<file path="config.mk">
export PLATFORM = sky130hd
export DESIGN_NAME = serial_frame_encoder_top
export DESIGN_NICKNAME = d
export VERILOG_FILES = /design/src/hw/rtl/sfe_pkg.sv /design/src/hw/rtl/sfe_front.sv /design/src/hw/rtl/sfe_queue.sv /design/src/hw/rtl/sfe_back.sv /design/src/hw/rtl/serial_frame_encoder_top.sv
export SDC_FILE = /design/constraint.sdc
export NUM_CORES = 1
export LEC_CHECK = 0
export ABC_AREA = 0
export BUFFER_PORTS_ARGS = -buffer_cell sky130_fd_sc_hd__buf_2
export CAP_MARGIN = 20
export CORE_MARGIN = 5
export CORE_UTILIZATION = 55
export DETAILED_ROUTE_END_ITERATION = 8
export PLACE_DENSITY = 0.81
export RECOVER_POWER = 100
export SYNTH_ARGS = -nofsm -noshare
export SYNTH_HDL_FRONTEND = slang
export SYNTH_SLANG_ARGS = --single-unit
export TNS_END_PERCENT = 30
</file>
<file path="constraint.sdc">
create_clock -name clk -period 4.5 [get_ports clk]
set_clock_uncertainty 0.05 [all_clocks]
set_input_delay 1.125 -clock clk [delete_from_list [all_inputs] [get_ports clk]]
set_output_delay 1.125 -clock clk [all_outputs]
set_load 0.05 [all_outputs]
</file>
<file path="src/hw/rtl/sfe_pkg.sv">
// Shared types and character constants for the serial frame encoder.
package sfe_pkg;

  localparam logic [7:0] ChPad      = 8'h3D;
  localparam logic [7:0] ChStart    = 8'h23;
  localparam logic [7:0] ChAddrBase = 8'h61;
  localparam logic [7:0] ChCr       = 8'h0D;

  // Number of jobs the queue between front and back can hold.
  localparam int QueueDepth = 4;

  typedef enum logic {
    JOB_HEADER = 1'b0,
    JOB_GROUP  = 1'b1
  } job_kind_t;

  // One unit of work for the back end. For a header, b0 holds the address
  // character and b1 the command; for a group, b0..b2 are the three bytes.
  typedef struct packed {
    job_kind_t  kind;
    logic [7:0] b0;
    logic [7:0] b1;
    logic [7:0] b2;
    logic       trailer;
  } job_t;

endpackage

</file>
<file path="src/hw/rtl/sfe_front.sv">
// Front end: accepts input beats, tracks frame and group state, issues jobs.
module sfe_front (
  input  logic          clk,
  input  logic          rst_n,
  input  logic          in_valid,
  output logic          in_stall,
  input  logic          in_action,
  input  logic [7:0]    in_address,
  input  logic [7:0]    in_command,
  input  logic          in_no_payload,
  input  logic [7:0]    in_data_byte,
  input  logic          in_last_byte,
  output logic          job_push,
  output sfe_pkg::job_t job_data,
  input  logic          job_ready
);

  logic       in_frame_r, in_frame_nxt;
  logic [1:0] fill_r, fill_nxt;
  logic [7:0] first_r, first_nxt;
  logic [7:0] second_r, second_nxt;
  logic       accept;

  assign in_stall = !job_ready;
  assign accept   = in_valid && !in_stall;

  always_comb begin
    in_frame_nxt     = in_frame_r;
    fill_nxt         = fill_r;
    first_nxt        = first_r;
    second_nxt       = second_r;
    job_push         = 1'b0;
    job_data.kind    = sfe_pkg::JOB_GROUP;
    job_data.b0      = first_r;
    job_data.b1      = second_r;
    job_data.b2      = in_data_byte;
    job_data.trailer = in_last_byte;
    if (accept) begin
      if (!in_action) begin
        // A header always starts a fresh frame and drops any partial group.
        job_push         = 1'b1;
        job_data.kind    = sfe_pkg::JOB_HEADER;
        job_data.b0      = sfe_pkg::ChAddrBase + in_address;
        job_data.b1      = in_command;
        job_data.b2      = 8'h00;
        job_data.trailer = in_no_payload;
        in_frame_nxt     = !in_no_payload;
        fill_nxt         = 2'd0;
      end else if (in_frame_r) begin
        unique case (fill_r)
          2'd0: begin
            first_nxt = in_data_byte;
            fill_nxt  = 2'd1;
            if (in_last_byte) begin
              job_push    = 1'b1;
              job_data.b0 = in_data_byte;
              job_data.b1 = 8'h00;
              job_data.b2 = 8'h00;
            end
          end
          2'd1: begin
            second_nxt = in_data_byte;
            fill_nxt   = 2'd2;
            if (in_last_byte) begin
              job_push    = 1'b1;
              job_data.b1 = in_data_byte;
              job_data.b2 = 8'h00;
            end
          end
          default: begin
            job_push = 1'b1;
            fill_nxt = 2'd0;
          end
        endcase
        if (in_last_byte) begin
          in_frame_nxt = 1'b0;
          fill_nxt     = 2'd0;
        end
      end
    end
  end

  always_ff @(posedge clk) begin
    if (!rst_n) begin
      in_frame_r <= 1'b0;
      fill_r     <= 2'd0;
    end else begin
      in_frame_r <= in_frame_nxt;
      fill_r     <= fill_nxt;
    end
  end

  always_ff @(posedge clk) begin
    first_r  <= first_nxt;
    second_r <= second_nxt;
  end

endmodule

</file>
<file path="src/hw/rtl/sfe_queue.sv">
// Small job queue that decouples the front end from the back end.
module sfe_queue #(
  parameter int DEPTH = sfe_pkg::QueueDepth
) (
  input  logic          clk,
  input  logic          rst_n,
  input  logic          push,
  input  sfe_pkg::job_t push_data,
  output logic          push_ready,
  input  logic          pop,
  output sfe_pkg::job_t pop_data,
  output logic          pop_valid
);

  localparam int PtrW = $clog2(DEPTH);
  localparam int CntW = $clog2(DEPTH + 1);

  sfe_pkg::job_t mem_r [DEPTH];
  logic [PtrW-1:0] wr_ptr_r, rd_ptr_r;
  logic [CntW-1:0] count_r;
  logic            do_push, do_pop;

  assign push_ready = (count_r != CntW'(DEPTH));
  assign pop_valid  = (count_r != '0);
  assign pop_data   = mem_r[rd_ptr_r];
  assign do_push    = push && push_ready;
  assign do_pop     = pop && pop_valid;

  function automatic logic [PtrW-1:0] ptr_inc(input logic [PtrW-1:0] p);
    ptr_inc = (p == PtrW'(DEPTH - 1)) ? '0 : p + 1'b1;
  endfunction

  always_ff @(posedge clk) begin
    if (!rst_n) begin
      wr_ptr_r <= '0;
      rd_ptr_r <= '0;
      count_r  <= '0;
    end else begin
      if (do_push) wr_ptr_r <= ptr_inc(wr_ptr_r);
      if (do_pop)  rd_ptr_r <= ptr_inc(rd_ptr_r);
      if (do_push && !do_pop) begin
        count_r <= count_r + 1'b1;
      end else if (do_pop && !do_push) begin
        count_r <= count_r - 1'b1;
      end
    end
  end

  always_ff @(posedge clk) begin
    if (do_push) mem_r[wr_ptr_r] <= push_data;
  end

endmodule

</file>
<file path="src/hw/rtl/sfe_back.sv">
// Back end: turns jobs into characters, keeps the checksum, drives the output beat.
module sfe_back (
  input  logic          clk,
  input  logic          rst_n,
  input  sfe_pkg::job_t job_data,
  input  logic          job_valid,
  output logic          job_pop,
  output logic          out_valid,
  input  logic          out_stall,
  output logic [7:0]    out_char_out,
  output logic          out_run_last,
  output logic          out_frame_end
);

  sfe_pkg::job_t cur_r;
  logic          busy_r;
  logic [2:0]    step_r;
  logic [11:0]   sum_r, sum_nxt;
  logic          out_valid_r;
  logic [7:0]    char_r;
  logic          run_last_r, frame_end_r;

  logic       advance;
  logic [2:0] body_len, tr_idx;
  logic       counted, is_cr, is_last;
  logic [5:0] slice;
  logic [7:0] char_nxt;

  assign advance = busy_r && (!out_valid_r || !out_stall);
  assign job_pop = job_valid && (!busy_r || (advance && is_last));

  always_comb begin
    body_len = (cur_r.kind == sfe_pkg::JOB_HEADER) ? 3'd3 : 3'd4;
    tr_idx   = step_r - body_len;
    counted  = (step_r < body_len);
    is_cr    = !counted && (tr_idx == 3'd2);
    is_last  = is_cr || (!cur_r.trailer && (step_r == body_len - 3'd1));

    unique case (step_r[1:0])
      2'd0:    slice = cur_r.b0[7:2];
      2'd1:    slice = {cur_r.b0[1:0], cur_r.b1[7:4]};
      2'd2:    slice = {cur_r.b1[3:0], cur_r.b2[7:6]};
      default: slice = cur_r.b2[5:0];
    endcase

    if (counted) begin
      if (cur_r.kind == sfe_pkg::JOB_HEADER) begin
        unique case (step_r[1:0])
          2'd0:    char_nxt = sfe_pkg::ChStart;
          2'd1:    char_nxt = cur_r.b0;
          default: char_nxt = cur_r.b1;
        endcase
      end else begin
        char_nxt = sfe_pkg::ChPad + {2'b00, slice};
      end
    end else begin
      unique case (tr_idx[1:0])
        2'd0:    char_nxt = sfe_pkg::ChPad + {2'b00, sum_r[11:6]};
        2'd1:    char_nxt = sfe_pkg::ChPad + {2'b00, sum_r[5:0]};
        default: char_nxt = sfe_pkg::ChCr;
      endcase
    end

    sum_nxt = sum_r;
    if (counted) begin
      if ((cur_r.kind == sfe_pkg::JOB_HEADER) && (step_r == 3'd0)) begin
        sum_nxt = {4'h0, char_nxt};
      end else begin
        sum_nxt = sum_r + {4'h0, char_nxt};
      end
    end
  end

  always_ff @(posedge clk) begin
    if (!rst_n) begin
      busy_r      <= 1'b0;
      step_r      <= 3'd0;
      out_valid_r <= 1'b0;
    end else begin
      if (advance) begin
        out_valid_r <= 1'b1;
      end else if (!out_stall) begin
        out_valid_r <= 1'b0;
      end
      if (job_pop) begin
        busy_r <= 1'b1;
        step_r <= 3'd0;
      end else if (advance) begin
        if (is_last) begin
          busy_r <= 1'b0;
        end else begin
          step_r <= step_r + 3'd1;
        end
      end
    end
  end

  always_ff @(posedge clk) begin
    if (job_pop) cur_r <= job_data;
    if (advance) begin
      char_r      <= char_nxt;
      run_last_r  <= is_last;
      frame_end_r <= is_cr;
      sum_r       <= sum_nxt;
    end
  end

  assign out_valid     = out_valid_r;
  assign out_char_out  = char_r;
  assign out_run_last  = run_last_r;
  assign out_frame_end = frame_end_r;

endmodule

</file>
<file path="src/hw/rtl/serial_frame_encoder_top.sv">
// Serial frame encoder: header and payload beats in, ASCII frame characters out.
//
// This block turns header and payload beats into an ASCII serial frame, one
// character per output beat. A header beat yields '#', 'a' plus the address
// and the command character, and with no_payload set also the two checksum
// characters and a carriage return. Payload bytes are gathered in groups of
// three; each full group yields four characters of six bits plus '=', and the
// byte marked last flushes the group, padded with zero bytes, and then the
// checksum and carriage return. The checksum is a 12-bit sum of every frame
// character before it and is sent as '=' plus its upper and lower six bits.
// A payload beat with no frame open yields nothing. The back end emits one
// character per cycle while the output does not stall, so a header yields three
// characters (six with its trailer), a completed group four, and a closing group
// seven; the character sequencer in the back end is what sets this rate. Input
// beats that finish no group push no job, and the input only stalls when the
// job queue of QUEUE_DEPTH entries (two or more) between the front and back
// ends is full. run_last marks the final character caused by one input beat
// and frame_end marks the carriage return.
module serial_frame_encoder_top #(
  parameter int QUEUE_DEPTH = sfe_pkg::QueueDepth
) (
  input  logic       clk,
  input  logic       rst_n,
  input  logic       in_valid,
  output logic       in_stall,
  input  logic       in_action,
  input  logic [7:0] in_address,
  input  logic [7:0] in_command,
  input  logic       in_no_payload,
  input  logic [7:0] in_data_byte,
  input  logic       in_last_byte,
  output logic       out_valid,
  input  logic       out_stall,
  output logic [7:0] out_char_out,
  output logic       out_run_last,
  output logic       out_frame_end
);

  // Jobs flow from the front end through the queue to the back end.
  sfe_pkg::job_t push_job, pop_job;
  logic          push, push_ready, pop, pop_valid;

  // The front end keeps the frame-open flag and the partial group.
  sfe_front u_front (
    .clk           (clk),
    .rst_n         (rst_n),
    .in_valid      (in_valid),
    .in_stall      (in_stall),
    .in_action     (in_action),
    .in_address    (in_address),
    .in_command    (in_command),
    .in_no_payload (in_no_payload),
    .in_data_byte  (in_data_byte),
    .in_last_byte  (in_last_byte),
    .job_push      (push),
    .job_data      (push_job),
    .job_ready     (push_ready)
  );

  // The queue lets the front end keep taking beats while characters drain.
  sfe_queue #(
    .DEPTH (QUEUE_DEPTH)
  ) u_queue (
    .clk        (clk),
    .rst_n      (rst_n),
    .push       (push),
    .push_data  (push_job),
    .push_ready (push_ready),
    .pop        (pop),
    .pop_data   (pop_job),
    .pop_valid  (pop_valid)
  );

  // The back end owns the checksum and the registered output beat.
  sfe_back u_back (
    .clk           (clk),
    .rst_n         (rst_n),
    .job_data      (pop_job),
    .job_valid     (pop_valid),
    .job_pop       (pop),
    .out_valid     (out_valid),
    .out_stall     (out_stall),
    .out_char_out  (out_char_out),
    .out_run_last  (out_run_last),
    .out_frame_end (out_frame_end)
  );

endmodule

</file>
==> results.json <==
{
  "ctsHoldBuffers": 0,
  "cts_made_buffers": 17,
  "tns_ps": 0,
  "hold_slack_ps": 492.4,
  "wirelength_um": 16530,
  "grt_pass1_vias": 5184,
  "cts-root-buf": "clkbuf_16",
  "fmax_mhz": 232.3,
  "vias": 5070,
  "grt_pass1_wl_um": 26510,
  "regArea_um2": 5346,
  "ir_worst_vdd_uv": 325.1,
  "seq_area_frac_synth_pct": 63.53,
  "internal-power_mw": 4.479,
  "synth-seq-cells": 183,
  "setup_slack_ps": 195.6,
  "status": "complete, but fails checks",
  "p_sw_share_pct": 38.02,
  "synth_edf_count": 168,
  "route.detailed.drc": 0,
  "seqPwrFrac_pct": 37.0,
  "p_clk_share_pct": 20.1,
  "clk_pin_slew_ps": 70,
  "setup_violations": 0,
  "clock_path_buffers": 2,
  "yosysUniqueCellTypes": 62,
  "hold_violations": 0,
  "hp-start": "u_back.busy_r$_SDFFE_PN0P_",
  "cts_tree": "yes",
  "netlist_area_um2": 8413,
  "row_count": 45,
  "cts.htree.levels": 4,
  "grt_max_degree": 30,
  "min_delay_path_depth": 2,
  "die_w_um": 133.7,
  "p_leak_nw": 3.173,
  "synth_ff_type": "edfxtp_1",
  "diodes": 0,
  "wire_per_inst_um": 19.82,
  "post-route-period-util_pct": 95.65,
  "slew_headroom_pct": -21.67,
  "failed_checks": "capacitance limit, slew limit",
  "area_growth_pct": 11.87,
  "cts.sink_count": 183,
  "drv_slew": 138,
  "cp.arrival_ps": 4560,
  "hold_class": "reg -> reg",
  "power_density_nw_per_um2": 767.8,
  "cp-end-kind": "flop",
  "start_kind": "flop",
  "die_h_um": 133.7,
  "layout-drive-gt1-share_pct": 15.48,
  "n_fill_cell": 1092,
  "start_util_pct": 55.75,
  "yosys_warnings": 0,
  "post-place-cells": 800,
  "nNetsFinal": 692,
  "avgViaCountPerCell": 6.079,
  "coreArea_um2": 15090,
  "io_buffers": 42,
  "cp.required_ps": 4750,
  "stdcell_count": 834,
  "async_flop_share_pct": 0,
  "critPathKind": "reg -> reg",
  "dp_hpwl_um": 11390,
  "syn_inst": 577,
  "finalCriticalPeriod_ps": 4304,
  "p_switching_mw": 2.747,
  "critPathMaxFanout": 5,
  "ioPinCount": 43,
  "multiInputGateArea_um2": 2892,
  "clock_latency_ps": 430,
  "r2r_cells": 20,
  "dieArea_um2": 17870,
  "synth_area_per_cell_um2": 14.58,
  "firstDrtPassIters": 5,
  "mappedNetlistNets": 636,
  "gr-total-overflow": 0,
  "critPathLaunch": "u_back.step_r[0]$_SDFFE_PP0P_",
  "routabilityCongestion": 0.9663,
  "tightestPinTransition_ps": 1823,
  "pwr-share-comb_pct": 42.9,
  "maxCapViolCount": 5,
  "r2r-start": "u_back.step_r[0]$_SDFFE_PP0P_",
  "drtIter0Drc": 429,
  "final_antenna_net_count": 0,
  "grt_antenna_before_repair": 0,
  "place_ws_ps": 170.7,
  "grt.total_usage_pct": 19.42
}
==> timing repair <==
item | 4_1_cts | 5_1_grt
setup buffers | 0 | 1
setup endpoints to repair | 0 | 5
gates resized for setup | 0 | 6
==> Yosys cell counts, types with 3 or more instances <==
master / instances / area, um2
a211oi_1: 3 / 22.52
a21oi_1: 30 / 150.1
a21oi_2: 3 / 26.28
a221o_1: 9 / 90.09
a222oi_1: 5 / 50.05
a31oi_1: 6 / 37.54
and2_1: 9 / 56.30
buf_2: 10 / 50.05
clkbuf_1: 9 / 33.78
dfxtp_1: 15 / 300.3
edfxtp_1: 168 / 5045
fa_1: 3 / 60.06
ha_1: 25 / 312.8
inv_1: 17 / 63.81
mux2i_1: 11 / 110.1
mux4_2: 26 / 585.6
nand2_1: 24 / 90.09
nand2b_1: 9 / 56.30
nand3_1: 8 / 40.04
nor2_1: 29 / 108.9
nor2b_1: 29 / 181.4
nor3_1: 10 / 50.05
nor3b_1: 7 / 52.55
nor4_1: 3 / 18.77
o21a_1: 3 / 22.52
o21ai_0: 13 / 65.06
o21ai_1: 3 / 15.01
o22ai_1: 18 / 112.6
or3_1: 5 / 31.28
xnor2_1: 18 / 157.7
xor2_1: 11 / 96.34
==> logic make-up after synthesis <==
group                      after synthesis  synth area share, %
AOI/OAI and AO/OA                      116                9.414
xor gates and xnor gates                29                3.019
adders and majority gates               28                4.432
buffers and inverters                   41                2.082
DFF                                    183                63.53
muxes                                   39                8.537
and+or+nand+nor                        141                8.983
==> layout make-up <==
| type | instances | share of cell area [%] |
|---|---|---|
| flip-flops and latches | 183 | 56.81 |
| multi-input cells | 353 | 30.72 |
| clock buffers | 17 | 4.520 |
| repair buffers | 59 | 3.031 |
| well taps | 188 | 2.499 |
| clock inverters | 15 | 1.662 |
| inverters | 19 | 0.7578 |
==> final timing paths <==
| path | slack [ps] | endpoint |
|---|---|---|
| hold / removal | 490 | u_back.busy_r$_SDFFE_PN0P_ |
| setup / recovery | 200 | u_back.sum_r[10]$_SDFFCE_PP0P_ |
| hold reg to reg | 490 | u_back.busy_r$_SDFFE_PN0P_ |
| setup reg to reg | 200 | u_back.sum_r[10]$_SDFFCE_PP0P_ |
==> metrics by stage <==
| stage | area, um2 | util [%] | power [mW] |
|---|---|---|---|
| 6_report | 9412 | 62.37 | 7.226 |
| 3_5_place_dp | 8869 | 58.77 | 5.727 |
| 2_1_floorplan | 8413 | - | 4.960 |
| 4_1_cts | 9450 | 62.63 | 7.194 |
| 3_3_place_gp | 8869 | 58.77 | 5.639 |
| 5_1_grt | 9412 | 62.37 | 7.700 |
==> layout by cell type, fill, tap and decap left out, drive strengths merged, types with 11 or more instances in the layout <==
| cell type | netlist | layout |
|---|---|---|
| nor2 | 29 | 29 |
| ha | 25 | 25 |
| xnor2 | 18 | 18 |
| mux2i | 11 | 11 |
| inv | 19 | 26 |
| nor2b | 29 | 29 |
| buf | 12 | 31 |
| clkbuf | 10 | 45 |
| o21ai | 17 | 17 |
| nand2 | 24 | 24 |
| dfxtp | 15 | 15 |
| mux4 | 26 | 26 |
| edfxtp | 168 | 168 |
| a21oi | 33 | 33 |
| xor2 | 11 | 11 |
| o22ai | 18 | 18 |
| nor3 | 11 | 11 |
==> state kept, by name, indices dropped and copies added, names as in the netlist, 3 cells and up <==
name,cells
u_queue.count_r,3
u_front.second_r,8
u_back.step_r,3
u_back.sum_r,12
u_back.out_char_out,8
u_queue.mem_r,104
u_front.first_r,8
u_back.cur_r,26
==> critical path, stage by stage (launching register included) <==
cell,delay [ps]
dfxtp_2,370
inv_1,80
ha_1,210
fa_1,560
nand2b_1,130
nand2_1,80
o21ai_0,90
ha_1,260
or3_1,330
xnor2_1,130
nor2_1,110
a21oi_2,60
a31oi_2,230
a21oi_2,90
ha_1,350
o21ai_0,120
a21oi_1,210
o41ai_2,100
buf_4,150
or4_1,400
nand2_1,80
==> metal layers <==
| layer | track usage (%) | vias up | part of all wire, % |
|---|---|---|---|
| met2 | 33.78 | 169 | 51 |
| met4 | 8.514 | 0 | 3.1 |
| met5 | 0 | - | 0 |
| met1 | 23.16 | 2498 | 41 |
| li1 | - | 2361 | - |
| met3 | 4.532 | 42 | 5.1 |
==> power groups by stage <==
stage / sequential [mW] / clock [mW] / combinational (mW)
final: 2.67 / 1.45 / 3.10
after global routing: 2.72 / 1.56 / 3.43
after CTS: 2.67 / 1.48 / 3.04
after detailed placement: 2.71 / 0 / 3.02
after global placement: 2.69 / 0 / 2.94
after floorplan: 2.70 / 0 / 2.26
Power figures use the tool's default switching activity.
